File: config.mk
export PLATFORM = sky130hd
export DESIGN_NAME = sjis_glyph_address_lookup_flat
export DESIGN_NICKNAME = d
export VERILOG_FILES = /design/src/rtl/sjgal_pkg.sv /design/src/rtl/sjgal_if.sv /design/src/rtl/sjgal_step.sv /design/src/rtl/sjis_glyph_address_lookup.sv /design/src/flat_wrapper.sv
export SDC_FILE = /design/constraint.sdc
export NUM_CORES = 1
export LEC_CHECK = 0
export BUFFER_PORTS_ARGS = -buffer_cell sky130_fd_sc_hd__buf_2
export CAP_MARGIN = 40
export CORE_ASPECT_RATIO = 1.75
export CORE_UTILIZATION = 62
export CTS_CLUSTER_DIAMETER = 80
export DETAILED_ROUTE_END_ITERATION = 6
export HOLD_SLACK_MARGIN = 0.05
export PLACE_DENSITY = 0.83
export SYNTH_ARGS = -nofsm -noshare
export SYNTH_HDL_FRONTEND = slang
export SYNTH_SLANG_ARGS = --single-unit
File: constraint.sdc
create_clock -name clk -period 9.7 [get_ports clk]
set_input_delay 0.97 -clock clk [delete_from_list [all_inputs] [get_ports clk]]
set_output_delay 0.97 -clock clk [all_outputs]
set_load 0.01 [all_outputs]
File: src/rtl/sjgal_pkg.sv
// ----------------------------------------------------------------------------
// sjgal_pkg: shared types and tables for the glyph address lookup
// Holds the font descriptor table, the half-width kana conversion table,
// the code constants and the structs passed between the lookup modules.
// ----------------------------------------------------------------------------
package sjgal_pkg;

  // Defaults for the top-level parameters.
  localparam int SIZE_CLASSES_DEF = 7;
  localparam int ADDRESS_BITS_DEF = 21;

  // Fixed field widths.
  localparam int CODE_W  = 16;
  localparam int ADDR_W  = 21;
  localparam int INDEX_W = 13;
  localparam int BYTES_W = 7;
  localparam int FONT_W  = 4;
  localparam int SIZE_W  = 3;

  localparam int FONT_ROWS   = 14;
  localparam int FULL_OFFSET = 7;

  // Character code constants.
  localparam logic [CODE_W-1:0] KANA_FIRST     = 16'h00A1;
  localparam logic [CODE_W-1:0] KANA_LAST      = 16'h00DF;
  localparam logic [CODE_W-1:0] SINGLE_LIMIT   = 16'h0100;
  localparam logic [CODE_W-1:0] NOT_FOUND_WORD = 16'hFFFF;

  // Input item actions.
  typedef enum logic {
    ACT_START = 1'b0,
    ACT_READ  = 1'b1
  } action_t;

  // Result kinds.
  typedef enum logic {
    KIND_REQUEST = 1'b0,
    KIND_DONE    = 1'b1
  } kind_t;

  // One row of the font descriptor table.
  typedef struct packed {
    logic [ADDR_W-1:0]  index_base;
    logic [ADDR_W-1:0]  data_base;
    logic [INDEX_W-1:0] count;
    logic [BYTES_W-1:0] bytes;
  } font_row_t;

  localparam font_row_t FONT_TABLE [FONT_ROWS] = '{
    '{21'h000000, 21'h00017E, 13'h00BF, 7'd8},
    '{21'h000776, 21'h000976, 13'h0100, 7'd10},
    '{21'h001376, 21'h001576, 13'h0100, 7'd12},
    '{21'h002176, 21'h002330, 13'h00DD, 7'd14},
    '{21'h002F46, 21'h003100, 13'h00DD, 7'd16},
    '{21'h003ED0, 21'h00404C, 13'h00BE, 7'd40},
    '{21'h005DFC, 21'h005FB6, 13'h00DD, 7'd48},
    '{21'h008926, 21'h00BEE4, 13'h1ADF, 7'd8},
    '{21'h0195DC, 21'h01CB96, 13'h1ADD, 7'd20},
    '{21'h03E4DA, 21'h041A98, 13'h1ADF, 7'd24},
    '{21'h069F80, 21'h06D53E, 13'h1ADF, 7'd28},
    '{21'h09C5A2, 21'h09FB60, 13'h1ADF, 7'd32},
    '{21'h0D5740, 21'h0D8CFE, 13'h1ADF, 7'd60},
    '{21'h13D942, 21'h140EFC, 13'h1ADD, 7'd72}
  };

  // Full-width codes for half-width kana 0xA1..0xDF. The last entry pads the
  // table to a power of two and is never selected.
  localparam logic [CODE_W-1:0] KANA_FULL [64] = '{
    16'h8142,
    16'h8175, 16'h8176, 16'h8141, 16'h8145, 16'h8392, 16'h8340, 16'h8342, 16'h8344,
    16'h8346, 16'h8348, 16'h8383, 16'h8385, 16'h8387, 16'h8362, 16'h815B, 16'h8341,
    16'h8343, 16'h8345, 16'h8347, 16'h8349, 16'h834A, 16'h834C, 16'h834E, 16'h8350,
    16'h8352, 16'h8354, 16'h8356, 16'h8358, 16'h835A, 16'h835C, 16'h835E, 16'h8360,
    16'h8363, 16'h8365, 16'h8367, 16'h8369, 16'h836A, 16'h836B, 16'h836C, 16'h836D,
    16'h836E, 16'h8371, 16'h8374, 16'h8377, 16'h837A, 16'h837D, 16'h837E, 16'h8380,
    16'h8381, 16'h8382, 16'h8384, 16'h8386, 16'h8388, 16'h8389, 16'h838A, 16'h838B,
    16'h838C, 16'h838D, 16'h838F, 16'h8393, 16'h814A, 16'h814B,
    16'h0000
  };

  // Font row lookup; rows past the table end fall back to the last row.
  function automatic font_row_t font_row(input logic [FONT_W-1:0] sel);
    font_row_t row;
    if (sel < FONT_W'(FONT_ROWS)) begin
      row = FONT_TABLE[sel];
    end else begin
      row = FONT_TABLE[FONT_ROWS-1];
    end
    return row;
  endfunction

  // Search state carried from one item to the next.
  typedef struct packed {
    logic               busy;
    logic [FONT_W-1:0]  font_select;
    logic [CODE_W-1:0]  target_code;
    logic [INDEX_W-1:0] low_bound;
    logic [INDEX_W-1:0] high_bound;
    logic [INDEX_W-1:0] probe;
  } search_state_t;

  // One input item.
  typedef struct packed {
    logic              action;
    logic [CODE_W-1:0] char_code;
    logic [CODE_W-1:0] read_word;
    logic              read_ok;
  } item_t;

  // One result item.
  typedef struct packed {
    logic               kind;
    logic [ADDR_W-1:0]  read_address;
    logic               found;
    logic [ADDR_W-1:0]  glyph_address;
    logic [BYTES_W-1:0] glyph_bytes;
    logic [FONT_W-1:0]  font_number;
    logic [INDEX_W-1:0] glyph_index;
  } result_t;

endpackage

File: src/rtl/sjgal_if.sv
// ----------------------------------------------------------------------------
// sjgal_if: valid/ready channels of the glyph address lookup
// sjgal_in_if carries lookup starts and read answers, sjgal_out_if carries
// read requests and finished lookups.
// ----------------------------------------------------------------------------
interface sjgal_in_if
  import sjgal_pkg::*;
();
  logic              valid;
  logic              ready;
  logic              action;
  logic [CODE_W-1:0] char_code;
  logic [CODE_W-1:0] read_word;
  logic              read_ok;

  modport source(output valid, action, char_code, read_word, read_ok, input ready);
  modport sink(input valid, action, char_code, read_word, read_ok, output ready);
endinterface

interface sjgal_out_if
  import sjgal_pkg::*;
();
  logic               valid;
  logic               ready;
  logic               kind;
  logic [ADDR_W-1:0]  read_address;
  logic               found;
  logic [ADDR_W-1:0]  glyph_address;
  logic [BYTES_W-1:0] glyph_bytes;
  logic [FONT_W-1:0]  font_number;
  logic [INDEX_W-1:0] glyph_index;

  modport source(output valid, kind, read_address, found, glyph_address, glyph_bytes,
                 font_number, glyph_index, input ready);
  modport sink(input valid, kind, read_address, found, glyph_address, glyph_bytes,
               font_number, glyph_index, output ready);
endinterface

File: src/rtl/sjgal_step.sv
// ----------------------------------------------------------------------------
// sjgal_step: one step of the glyph index binary search
// Combinational next state and result for one input item: font selection on
// a start, one probe comparison on a read answer, and the address math.
// ----------------------------------------------------------------------------
module sjgal_step
  import sjgal_pkg::*;
#(
  parameter int SIZE_CLASSES = SIZE_CLASSES_DEF,
  parameter int ADDRESS_BITS = ADDRESS_BITS_DEF
) (
  input  logic [SIZE_W-1:0] size_index,
  input  item_t             item,
  input  search_state_t     state,
  output search_state_t     state_next,
  output logic              emit,
  output result_t           result
);

  logic [SIZE_W-1:0]          size_sel;
  logic [CODE_W-1:0]          code;
  logic [5:0]                 kana_offset;
  logic                       full_width;
  logic [FONT_W-1:0]          start_font;
  logic [INDEX_W-1:0]         low_step;
  logic [INDEX_W-1:0]         high_step;
  logic                       request;
  logic                       done;
  logic                       hit;
  font_row_t                  row;
  font_row_t                  start_row;
  logic [INDEX_W:0]           span;
  logic [INDEX_W-1:0]         probe_sum;
  logic [INDEX_W+BYTES_W-1:0] glyph_offset;
  logic [ADDRESS_BITS-1:0]    index_addr;
  logic [ADDRESS_BITS-1:0]    glyph_addr;

  // Font selection for a new lookup, with kana mapped to full width.
  always_comb begin
    size_sel = size_index;
    if ({1'b0, size_index} >= (SIZE_W + 1)'(SIZE_CLASSES)) begin
      size_sel = SIZE_W'(SIZE_CLASSES - 1);
    end
    kana_offset = 6'(item.char_code - KANA_FIRST);
    code        = item.char_code;
    full_width  = (item.char_code >= SINGLE_LIMIT);
    if (item.char_code >= KANA_FIRST && item.char_code <= KANA_LAST) begin
      code       = KANA_FULL[kana_offset];
      full_width = 1'b1;
    end
    start_font = full_width ? ({1'b0, size_sel} + FONT_W'(FULL_OFFSET))
                            : {1'b0, size_sel};
    start_row  = font_row(start_font);
  end

  // Search control: start, compare against the probed word, narrow the range.
  always_comb begin
    state_next = state;
    request    = 1'b0;
    done       = 1'b0;
    hit        = 1'b0;
    low_step   = state.probe + INDEX_W'(1);
    high_step  = state.probe - INDEX_W'(1);
    if (item.action == ACT_START) begin
      state_next.busy        = 1'b1;
      state_next.font_select = start_font;
      state_next.target_code = code;
      state_next.low_bound   = '0;
      state_next.high_bound  = start_row.count - INDEX_W'(1);
      request                = 1'b1;
    end else if (state.busy) begin
      if (!item.read_ok || item.read_word == NOT_FOUND_WORD) begin
        done = 1'b1;
      end else if (item.read_word == state.target_code) begin
        done = 1'b1;
        hit  = 1'b1;
      end else if (state.target_code > item.read_word) begin
        state_next.low_bound = low_step;
        if (low_step > state.high_bound) begin
          done = 1'b1;
        end else begin
          request = 1'b1;
        end
      end else if (state.probe == '0) begin
        // Target below the first entry: stop before the bound wraps.
        done = 1'b1;
      end else begin
        state_next.high_bound = high_step;
        if (high_step < state.low_bound) begin
          done = 1'b1;
        end else begin
          request = 1'b1;
        end
      end
      if (done) begin
        state_next.busy = 1'b0;
      end
    end
    // The next probe sits in the middle of the remaining range, rounded up.
    span      = {1'b0, state_next.high_bound} - {1'b0, state_next.low_bound}
                + (INDEX_W + 1)'(1);
    probe_sum = state_next.low_bound + INDEX_W'(span >> 1);
    if (request) begin
      state_next.probe = probe_sum;
    end
  end

  // Addresses for the request or the finished lookup.
  always_comb begin
    row          = font_row(state_next.font_select);
    glyph_offset = (INDEX_W + BYTES_W)'(state.probe) * (INDEX_W + BYTES_W)'(row.bytes);
    index_addr   = ADDRESS_BITS'(row.index_base)
                   + ADDRESS_BITS'({state_next.probe, 1'b0});
    glyph_addr   = ADDRESS_BITS'(row.data_base) + ADDRESS_BITS'(glyph_offset);
  end

  // Result item.
  always_comb begin
    emit   = request || done;
    result = '0;
    result.font_number = state_next.font_select;
    if (done) begin
      result.kind        = KIND_DONE;
      result.found       = hit;
      result.glyph_bytes = row.bytes;
      if (hit) begin
        result.glyph_address = glyph_addr[ADDR_W-1:0];
        result.glyph_index   = state.probe;
      end
    end else begin
      result.kind         = KIND_REQUEST;
      result.read_address = index_addr[ADDR_W-1:0];
    end
  end

endmodule

File: src/rtl/sjis_glyph_address_lookup.sv
// ----------------------------------------------------------------------------
// sjis_glyph_address_lookup: glyph bitmap address lookup by binary search
// Finds a character code in the sorted code index of the selected font and
// returns the address of its bitmap.
// ----------------------------------------------------------------------------
// Usage:
//   cmd carries input items. An item with action start begins a lookup of
//   char_code (a start during a running lookup replaces it). Each lookup
//   step produces a read request on res (kind 0) with the byte address of
//   one 16-bit index word; the user fetches that word and returns it on cmd
//   as an item with action read, read_word and read_ok. The lookup ends with
//   a kind 1 result giving found, glyph_address, glyph_bytes and glyph_index.
//   A read answer while no lookup runs causes no result.
//   cfg_we with cfg_data sets the font size class; write it only while idle.
// Timing:
//   Each cmd transfer lands in an input register; the step logic then loads
//   the result register from it once that register is free or draining,
//   and the result is offered on res until it is taken.
//   One item is taken every cycle unless res stalls; the throughput is set
//   by the single step logic stage between the two registers. A lookup needs
//   one read round trip per probe, at most 13 probes for the largest font.
// Reset and stall:
//   rst clears the search state, the size class and both register stages.
//   When res is stalled the result register holds; the input register keeps
//   any item it has, and cmd.ready then drops until the result is taken.
// ----------------------------------------------------------------------------
module sjis_glyph_address_lookup
  import sjgal_pkg::*;
#(
  parameter int SIZE_CLASSES = SIZE_CLASSES_DEF,
  parameter int ADDRESS_BITS = ADDRESS_BITS_DEF
) (
  input  logic              clk,
  input  logic              rst,
  sjgal_in_if.sink          cmd,
  sjgal_out_if.source       res,
  input  logic              cfg_we,
  input  logic [SIZE_W-1:0] cfg_data
);

  logic [SIZE_W-1:0] size_index;
  logic              stage_valid;
  item_t             stage_item;
  search_state_t     state;
  search_state_t     state_next;
  logic              emit;
  result_t           step_result;
  logic              out_valid;
  result_t           out_item;
  logic              advance;

  // The staged item moves on when the result register is free or draining.
  assign advance   = stage_valid && (!out_valid || res.ready);
  assign cmd.ready = !stage_valid || advance;

  // Size class register.
  always_ff @(posedge clk) begin
    if (rst) begin
      size_index <= '0;
    end else if (cfg_we) begin
      size_index <= cfg_data;
    end
  end

  // Input register.
  always_ff @(posedge clk) begin
    if (rst) begin
      stage_valid <= 1'b0;
    end else if (cmd.ready) begin
      stage_valid <= cmd.valid;
    end
  end

  always_ff @(posedge clk) begin
    if (cmd.valid && cmd.ready) begin
      stage_item <= '{action:    cmd.action,
                      char_code: cmd.char_code,
                      read_word: cmd.read_word,
                      read_ok:   cmd.read_ok};
    end
  end

  // Search step.
  sjgal_step #(
    .SIZE_CLASSES(SIZE_CLASSES),
    .ADDRESS_BITS(ADDRESS_BITS)
  ) u_step (
    .size_index(size_index),
    .item      (stage_item),
    .state     (state),
    .state_next(state_next),
    .emit      (emit),
    .result    (step_result)
  );

  // Search state register.
  always_ff @(posedge clk) begin
    if (rst) begin
      state <= '0;
    end else if (advance) begin
      state <= state_next;
    end
  end

  // Result register.
  always_ff @(posedge clk) begin
    if (rst) begin
      out_valid <= 1'b0;
    end else if (advance && emit) begin
      out_valid <= 1'b1;
    end else if (res.ready) begin
      out_valid <= 1'b0;
    end
  end

  always_ff @(posedge clk) begin
    if (advance && emit) begin
      out_item <= step_result;
    end
  end

  assign res.valid         = out_valid;
  assign res.kind          = out_item.kind;
  assign res.read_address  = out_item.read_address;
  assign res.found         = out_item.found;
  assign res.glyph_address = out_item.glyph_address;
  assign res.glyph_bytes   = out_item.glyph_bytes;
  assign res.font_number   = out_item.font_number;
  assign res.glyph_index   = out_item.glyph_index;

endmodule

File: src/flat_wrapper.sv
// flat-port wrapper written by rule: the top's interface ports become plain ports
module sjis_glyph_address_lookup_flat import sjgal_pkg::*;
#(
  parameter int SIZE_CLASSES = SIZE_CLASSES_DEF,
  parameter int ADDRESS_BITS = ADDRESS_BITS_DEF
)
  (clk, rst, cfg_we, cfg_data, cmd_valid, cmd_action, cmd_char_code, cmd_read_word, cmd_read_ok, cmd_ready, res_valid, res_kind, res_read_address, res_found, res_glyph_address, res_glyph_bytes, res_font_number, res_glyph_index, res_ready);
  sjgal_in_if cmd_i ();
  sjgal_out_if res_i ();
  input  logic clk;
  input  logic rst;
  input  logic cfg_we;
  input  logic [SIZE_W-1:0] cfg_data;
  input wire logic [$bits(cmd_i.valid)-1:0] cmd_valid;
  input wire logic [$bits(cmd_i.action)-1:0] cmd_action;
  input wire logic [$bits(cmd_i.char_code)-1:0] cmd_char_code;
  input wire logic [$bits(cmd_i.read_word)-1:0] cmd_read_word;
  input wire logic [$bits(cmd_i.read_ok)-1:0] cmd_read_ok;
  output wire logic [$bits(cmd_i.ready)-1:0] cmd_ready;
  output wire logic [$bits(res_i.valid)-1:0] res_valid;
  output wire logic [$bits(res_i.kind)-1:0] res_kind;
  output wire logic [$bits(res_i.read_address)-1:0] res_read_address;
  output wire logic [$bits(res_i.found)-1:0] res_found;
  output wire logic [$bits(res_i.glyph_address)-1:0] res_glyph_address;
  output wire logic [$bits(res_i.glyph_bytes)-1:0] res_glyph_bytes;
  output wire logic [$bits(res_i.font_number)-1:0] res_font_number;
  output wire logic [$bits(res_i.glyph_index)-1:0] res_glyph_index;
  input wire logic [$bits(res_i.ready)-1:0] res_ready;
  assign cmd_i.valid = cmd_valid;
  assign cmd_i.action = cmd_action;
  assign cmd_i.char_code = cmd_char_code;
  assign cmd_i.read_word = cmd_read_word;
  assign cmd_i.read_ok = cmd_read_ok;
  assign cmd_ready = cmd_i.ready;
  assign res_valid = res_i.valid;
  assign res_kind = res_i.kind;
  assign res_read_address = res_i.read_address;
  assign res_found = res_i.found;
  assign res_glyph_address = res_i.glyph_address;
  assign res_glyph_bytes = res_i.glyph_bytes;
  assign res_font_number = res_i.font_number;
  assign res_glyph_index = res_i.glyph_index;
  assign res_i.ready = res_ready;
  sjis_glyph_address_lookup #(.SIZE_CLASSES(SIZE_CLASSES), .ADDRESS_BITS(ADDRESS_BITS)) u_core (.clk(clk), .rst(rst), .cmd(cmd_i), .res(res_i), .cfg_we(cfg_we), .cfg_data(cfg_data));
endmodule
# Word level (Yosys, flattened, before mapping)
# Memory sizes are Yosys's and may differ from the RTL's.
# Index checks and enable logic that the tools add are counted.
# op_classes
n_eq_ne	2
bitwise	4
add_sub_neg	10
multipliers	1
magnitude_cmp	12
reduce_logical	15
mux	49
# ops
cell	count
$mux 62	3
$mux 26	4
$mux 20	4
$mux 13	4
$mux 16	3
$mux 1	29
$sub 13x1->13 const B	2
$add 21x14->21	1
$add 21x20->21	1
$mul 13x7->20	1
$eq 16x16->1	1
$eq 16x16->1 const B	1
$ge 16x8->1 const B	1
$ge 16x9->1 const B	1
$gt 16x16->1	1
$le 16x8->1 const B	1
$add 14x1->14 const B	1
$sub 13x13->14	1
$add 13x1->13 const B	1
$add 13x13->13	1
$gt 13x13->1	1
$logic_not 13->1	1
$lt 13x13->1	1
$ge 5x5->1 const B	2
other kinds (15)	26
# word_totals
in_bits	42
n_memories	3
word_cells	116
out_inout_bits	70
regBits	167
rom_bits	3008
# memory_table
name	words	width	read_ports	rd_clocked_by_memory_dff	write_ports	line	rtl
(no name shown)	64	16	1	0	0	sjgal_step.sv:48	code = KANA_FULL[kana_offset];
(no name shown)	16	62	1	0	0	sjgal_pkg.sv:85	row = FONT_TABLE[sel];
(no name shown)	16	62	1	0	0	sjgal_pkg.sv:85	

# Longest topological paths before layout
# Gate-level depths: netlist of run 1.
# logic_depth
word_depth	16
depth_mapped	41
ltp_nobuf	40

# By module
# From an unflattened synthesis of run 1, not the netlist that was laid out.
# hier_totals
hier_cells	1754
hier_area_um2	15536.2
# modules_own_cells
mod	area_per_inst_um2	n_inst	seq_area_each_um2	cells_each
sjgal_step	9560.4	1	0.0	1370
sjis_glyph_address_lookup	5975.7	1	4364.2	384

# Least setup slack after synthesis of run 1
# No wires, ideal clock.
# synth_path
path_type	flip-flop to flip-flop
startpoint	reg u_core.stage_item[17] (netlist bit)
endpoint	reg u_core.out_item, in the netlist u_core.res.read_address[19] (data pin)
arrival_time_ns	7.583
stages_incl_launch_ff	40
slack_ns	1.985
period_less_slack_ns	7.715
setup_time_ns	0.132
cell_sequence	edfxtp_1 clkbuf_1 inv_1 ha_1 nand3b_1 o211a_4 nor2_1 and3_1 a21oi_1 inv_1 ha_1 inv_1 ha_1 nand2_1 o21ai_0 ha_1 inv_1 fa_1 (+4 left out) a21boi_0 nor2_1 ha_1 or2_2 a21oi_1 a31oi_1 a21o_1 a21oi_1 o21bai_1 a21oi_1 xnor3_1 mux2_2 ha_1 clkbuf_1 a21oi_1 nor4_1 or4_1 nand2_1
# synth_lines
element	line	rtl
from (decl)	sjis_glyph_address_lookup.sv:43	item_t stage_item;
from (signal assigned)	sjis_glyph_address_lookup.sv:76	stage_item <= '{action: cmd.action,
to (signal assigned)	sjis_glyph_address_lookup.sv:118	out_item <= step_result;
to (decl)	sjis_glyph_address_lookup.sv:49	result_t out_item;

# Worst setup path in the final report of run 1
# layout_path
startpoint	reg u_core.stage_item[17] (netlist bit)
endpoint	reg u_core.out_item, in the netlist u_core.res.glyph_address[19] (data pin)
# layout_between
elab_chain_len	12
elab_cells_between_ends	15
cone_classes	add/sub: 1; mul: 1; order compare: 4; mux: 6; bitwise: 1; reduce/logical: 1; memory: 1
# layout_lines
element	line	rtl
$ge 16x8->1 / $le 16x8->1 (equally long branches)	sjgal_step.sv:47	if (item.char_code >= KANA_FIRST && item.char_code <= KANA_LAST) begin
$logic_and 1x1->1	sjgal_step.sv:47	
$mux 1 (*)	sjgal_step.sv:47	
$mux 4 (*)	sjgal_step.sv:51	start_font = full_width ? ({1'b0, size_sel} + FONT_W'(FULL_OFFSET))
$mux 20 (*)	sjgal_step.sv:64	if (item.action == ACT_START) begin
$not 4->5 (not written as such)	sjgal_pkg.sv:85	
$mem_v2 16x62	--	
$mux 62 (not written as such) (2 in series)	sjgal_pkg.sv:85	
$mux 62 (*)	sjgal_pkg.sv:84	if (sel < FONT_W'(FONT_ROWS)) begin
$mul 13x7->20	sjgal_step.sv:111	glyph_offset = (INDEX_W + BYTES_W)'(state.probe) * (INDEX_W + BYTES_W)'(row.bytes);
$add 21x20->21 (*)	sjgal_step.sv:114	glyph_addr = ADDRESS_BITS'(row.data_base) + ADDRESS_BITS'(glyph_offset);
# Mark *: on every way between the ends. The rest lies on a longest branch, timed or not. The select of a mux whose other input is x is not followed.
# A chain may end at the register's enable or synchronous reset.

==> results of run 1 <==
==> through the flow <==
stage | total power, uW | area [um^2] | utilization | hold slack, ns
finish | 2520 | 16100 | 0.691 | 0.462
global route | 2660 | 16100 | 0.691 | 0.484
CTS | 2500 | 16100 | 0.691 | 0.461
floorplan | 1580 | 14700 | - | 0.431
global placement | 1820 | 15500 | 0.665 | 0.439
detailed placement | 1860 | 15600 | 0.667 | 0.450
==> cell type report <==
cell class,instances,area (um^2),area share
clock buffer,18,429,0.0266
multi-input combinational,1296,9520,0.591
inverter,157,594,0.0369
clock inverter,14,121,0.00753
tap,304,380,0.0236
sequential,164,4270,0.265
timing repair buffer,142,801,0.0497
==> layer usage <==
metal,vias up,part of all wire,routed length (um)
li1,6037,-,-
met1,6191,0.33,14200
met2,547,0.53,22700
met3,221,0.053,2250
met4,0,0.085,3630
met5,-,0,0
==> where the power goes <==
part | switching (uW) | internal [uW]
logic | 646 | 408
clock network | 309 | 334
registers | 32.6 | 788
total | 987 | 1530
==> critical path, delay by kind of cell (launching register included) <==
family	cells	cell delay (ns)
and+or+nand+nor	6	1.61
DFF	1	0.55
AOI/OAI and AO/OA	10	2.19
adders and majority gates	7	3.20
buffers and inverters	5	1.14
xor gates and xnor gates	1	0.21
==> cells by family (layout without fill, tap and decap cells) <==
logic type,count (synthesis),count (layout)
fa+ha+maj,223,223
compound gates,358,358
buf+inv,247,331
other cells,1,3
flops,164,164
mux,33,33
simple gates,603,603
xor+xnor,76,76
==> path summary, 6_finish.rpt <==
check	end	slack [ns]
worst max register to register	u_core.res.glyph_address[19]	0.51
worst min-delay path	u_core.state[53]	0.46
worst min register to register	u_core.state[53]	0.46
worst max-delay path	u_core.res.glyph_address[19]	0.51
==> state kept, by name, indices dropped and copies added, names as in the netlist <==
| name | count |
|---|---|
| u_core.res.font_number | 4 |
| u_core.res.found | 1 |
| u_core.res.glyph_address | 20 |
| u_core.res.glyph_bytes | 6 |
| u_core.res.glyph_index | 13 |
| u_core.res.kind | 1 |
| u_core.res.read_address | 20 |
| u_core.res.valid | 1 |
| u_core.size_index | 3 |
| u_core.stage_item | 34 |
| u_core.stage_valid | 1 |
| u_core.state | 60 |
==> synthesized netlist by cell type, types with 11 or more instances <==
cell      instances  share of area
o21ai_0          72          0.024
dfxtp_1          65          0.088
fa_1             63          0.086
xor2_1           26          0.015
nor3_1           31          0.011
ha_1            159           0.13
mux2i_1          18          0.012
edfxtp_1         99           0.20
nor2_1          168          0.043
o22ai_1          11         0.0047
xnor2_1          49          0.029
o211ai_1         21          0.011
a21oi_1         132          0.045
and2_1           67          0.028
o21bai_1         12         0.0061
inv_1           152          0.039
clkbuf_1         72          0.018
a211oi_1         18         0.0092
and3_1           16         0.0068
mux2_2           11         0.0084
nand2b_1         21         0.0089
nor4_1           12         0.0051
nand4_1          17         0.0072
a21o_1           16         0.0081
nand2_1         192          0.049
nand3_1          28         0.0095
==> results.json, run 1 <==
{
  "antenna_found_initial": 0,
  "clock-skew-final_ns": 0.0110,
  "grt_overflow": 0,
  "hold_path_class": "reg -> reg",
  "cts_sinks": 164,
  "postCtsSetupRepairBufs": 0,
  "reg2regPathDepth": 29,
  "synth_top_family_by_area": "adder cells",
  "gp_congestion": 0.985,
  "synth-simple-area-share": 0.196,
  "synth_xor_area_frac": 0.0461,
  "initial_utilization": 0.632,
  "fmax_mhz": 109,
  "timing.final.crit_share": 0.947,
  "path_clk_slew_ns": 0.07,
  "vdd_drop_max_v": 0.000120,
  "holdBufCountCts": 0,
  "grt_use_total": 0.360,
  "via_per_inst": 6.20,
  "drtIter0Drc": 860,
  "synthAdderAreaFrac": 0.221,
  "vias": 12996,
  "core_region_area_um2": 23300,
  "ios": 112,
  "busiest_layer": "met2",
  "hpwl_um": 32600,
  "grt_util_met3": 0.0632,
  "synth-seq-cells": 164,
  "worstMarginPinSlew_ns": 0.868,
  "grt_pass1_wl_um": 67000,
  "n_antenna_cell": 0,
  "avgSynthCellArea_um2": 8.65,
  "die_y_um": 206,
  "clk_path_buf_depth": 2,
  "netlist_instances": 1705,
  "drv_cap": 0,
  "r2r_start": "u_core.stage_item[17]",
  "synth_compound_area_frac": 0.157,
  "dieArea_um2": 24400,
  "cp-startpoint": "u_core.stage_item[17]",
  "die_x_um": 119,
  "synth_ff_type": "edfxtp_1",
  "drv_slew": 0,
  "status": "completed",
  "leakage_uw": 0.00711,
  "worstPathMaxFanout": 17,
  "ctsRootBufferMaster": "clkbuf_16",
  "rsz0062_at_grt": "false",
  "h-tree-depth": 4,
  "cts_tree": "done",
  "hp-start": "u_core.state[53]",
  "finalSetupTns_ns": 0,
  "io_buffers": 108,
  "max_stage_delay_ns": 0.65,
  "cp_data_arrival_time_ns": 9.39,
  "synth_area_um2": 14700,
  "grt_pass1_vias": 13162,
  "yosysSeqAreaShare": 0.290,
  "grt_max_degree": 66,
  "clock_latency_ns": 0.46,
  "most-common-layout-cells": "192 x nand2_1, 168 x nor2_1, 159 x ha_1",
  "dp_cells": 2063,
  "crit_slowest_cell": "or3_1",
  "hold_depth": 2,
  "layout_commonest_cell": "nand2_1",
  "postRouteAntennaNets": 0,
  "drive_gt1_frac": 0.120,
  "critPathKind": "reg -> reg",
  "start_kind": "flip-flop",
  "final_cells": 2095,
  "setup_viol_count_final": 0,
  "async_reset_ff_frac": 0,
  "cts_buffers": 17,
  "synth_mux_area_frac": 0.0250,
  "first_pass_iters": 5,
  "wl_um": 42800,
  "cp-end-kind": "flip-flop",
  "yosysUniqueCellTypes": 88,
  "hold_viol_final": 0,
  "grt_use_met1": 0.335,
  "fin_crit_ns": 9.19,
  "place_ws_ns": 0.822,
  "nNetsFinal": 2042,
  "cts_resized": 0,
  "met2_usage": 0.675,
  "synth.yosys.warnings": 0,
  "synth_edf_count": 99,
  "drc": 0,
  "cp.required_ns": 9.90,
  "wl_per_cell_um": 20.4,
  "row_count": 74,
  "slew_headroom": 0.422,
  "powerDensity_nw_per_um2": 156,
  "fillers": 1911,
  "worst_slack_ns": 0.513,
  "area_delta_synth_final_pct": 9.35
}
(Power assumes the default switching activity.)
==> run 2, diff against run 1 <==
--- a/config.mk
+++ b/config.mk
@@ -5,14 +5,14 @@
 export SDC_FILE = /design/constraint.sdc
 export NUM_CORES = 1
 export LEC_CHECK = 0
-export BUFFER_PORTS_ARGS = -buffer_cell sky130_fd_sc_hd__buf_2
 export CAP_MARGIN = 40
 export CORE_ASPECT_RATIO = 1.75
-export CORE_UTILIZATION = 62
+export CORE_UTILIZATION = 65
 export CTS_CLUSTER_DIAMETER = 80
 export DETAILED_ROUTE_END_ITERATION = 6
+export DONT_BUFFER_PORTS = 1
 export HOLD_SLACK_MARGIN = 0.05
-export PLACE_DENSITY = 0.83
+export PLACE_DENSITY = 0.82
 export SYNTH_ARGS = -nofsm -noshare
 export SYNTH_HDL_FRONTEND = slang
 export SYNTH_SLANG_ARGS = --single-unit
==> run 2 against run 1 <==
Compared with the run above: routed wire length increased by 0.11%; worst setup slack improved by 0.23 ns; flip-flop and latch count stayed put; fmax up 2.6%; count of clock-buffer cells in the layout decreased by 1; die area shrank 4.6%; via count decreased by 1.9%; clock power grew 11%; sequential share of layout area is 0.80 points higher; combinational power is essentially flat; clock skew increased by 0.0039 ns; non-clock buffer count down 109; critical endpoint unchanged.
==> results.json, run 2 (synthesis results as in run 1) <==
{
  "cts_sinks": 164,
  "powerDensity_nw_per_um2": 164,
  "hold_viol_final": 0,
  "wl_per_cell_um": 21.6,
  "rsz0062_at_grt": "false",
  "cp_data_arrival_time_ns": 9.16,
  "timing.final.crit_share": 0.923,
  "fin_crit_ns": 8.96,
  "status": "completed",
  "die_x_um": 116,
  "drc": 0,
  "first_pass_iters": 6,
  "h-tree-depth": 4,
  "max_stage_delay_ns": 0.58,
  "utilization": 0.706,
  "leakage_uw": 0.00672,
  "path_clk_slew_ns": 0.07,
  "clk_path_buf_depth": 2,
  "gp_congestion": 0.989,
  "postCtsSetupRepairBufs": 0,
  "drtIter0Drc": 861,
  "multi_input_area_um2": 9530,
  "start_kind": "flip-flop",
  "area_delta_synth_final_pct": 6.14,
  "crit_slowest_cell": "edfxtp_1",
  "grt_pass1_vias": 13159,
  "hpwl_um": 32500,
  "grt_overflow": 0,
  "row_count": 72,
  "largest_reg_flops": 60,
  "drv_cap": 0,
  "ios": 112,
  "worstMarginPinSlew_ns": 0.990,
  "seq_area_um2": 4270,
  "die_y_um": 201,
  "fmax_mhz": 112,
  "slew_headroom": 0.336,
  "cp.required_ns": 9.91,
  "core_region_area_um2": 22200,
  "most-common-layout-cells": "192 x nand2_1, 168 x nor2_1, 159 x ha_1",
  "cts_tree": "done",
  "layout_commonest_cell": "nand2_1",
  "wl_um": 42800,
  "regMostFlops": "u_core.state",
  "drive_gt1_frac": 0.0648,
  "total_power_uw": 2570,
  "postRouteAntennaNets": 0,
  "initial_utilization": 0.665,
  "cp-end-kind": "flip-flop",
  "clock-skew-final_ns": 0.0148,
  "reg.largest.list": "u_core.state: 60 flops, u_core.stage_item: 34 flops",
  "dp_cells": 1945,
  "dieArea_um2": 23300,
  "final_cells": 1980,
  "setup_viol_count_final": 0,
  "grt_max_degree": 66,
  "grt_use_total": 0.385,
  "clock_latency_ns": 0.47,
  "hold_path_class": "reg -> reg",
  "io_buffers": 0,
  "worstPathMaxFanout": 17,
  "grt_pass1_wl_um": 67300,
  "vias": 12748,
  "vdd_drop_max_v": 0.000142,
  "critPathKind": "reg -> reg",
  "fillers": 1781,
  "nNetsFinal": 1933,
  "finalSetupTns_ns": 0,
  "ctsRootBufferMaster": "clkbuf_16",
  "drv_slew": 0,
  "via_per_inst": 6.44,
  "antenna_found_initial": 1,
  "cts_buffers": 17
}
run 2: layout make-up:
cell class	count	share of cell area
multi-input cells	1296	0.609
inverters	157	0.0380
repair buffers	33	0.0160
clock buffers	17	0.0272
flip-flops and latches	164	0.273
clock inverters	15	0.0128
diodes	2	0.000320
well taps	296	0.0237
run 2: worst paths after layout:
check	from	to	slack, ns	depth (start not counted)
setup / recovery	u_core.stage_item[17]	u_core.res.glyph_address[19]	0.74	28
hold / removal	u_core.state[27]	u_core.state[27]	0.45	2
setup reg to reg	u_core.stage_item[17]	u_core.res.glyph_address[19]	0.74	28
hold reg to reg	u_core.state[27]	u_core.state[27]	0.45	2
run 2: repair_timing:
action,CTS,global route
setup endpoints to repair,0,1
hold buffers,0,0
resized for setup,0,1
run 2: power by group:
| group | internal (uW) | switching (uW) |
|---|---|---|
| sequential | 789 | 44.2 |
| clock | 375 | 340 |
| combinational | 393 | 627 |
| total | 1560 | 1010 |
run 2: per-stage QoR:
stage | setup WS, ns | area [um^2] | hold WS, ns
finish | 0.743 | 15600 | 0.450
detailed placement | 0.518 | 15000 | 0.440
floorplan | 1.99 | 14700 | 0.431
global placement | 0.522 | 15000 | 0.435
CTS | 0.513 | 15600 | 0.450
global route | 0.181 | 15600 | 0.478
run 2: layer usage:
| layer | global-route usage | share of wire |
|---|---|---|
| met5 | 0 | 0 |
| met4 | 0.353 | 0.099 |
| met3 | 0.0714 | 0.062 |
| met2 | 0.679 | 0.52 |
| met1 | 0.364 | 0.32 |
run 2: critical path, delay by kind of cell, from the launching register on:
family,cells,cell delay [ns]
AO/OA/AOI/OAI,9,2.38
XOR/XNOR,1,0.16
adder cells (fa/ha/maj),7,2.99
buffers and inverters,4,0.78
flip-flops,1,0.58
AND/OR/NAND/NOR,7,1.79
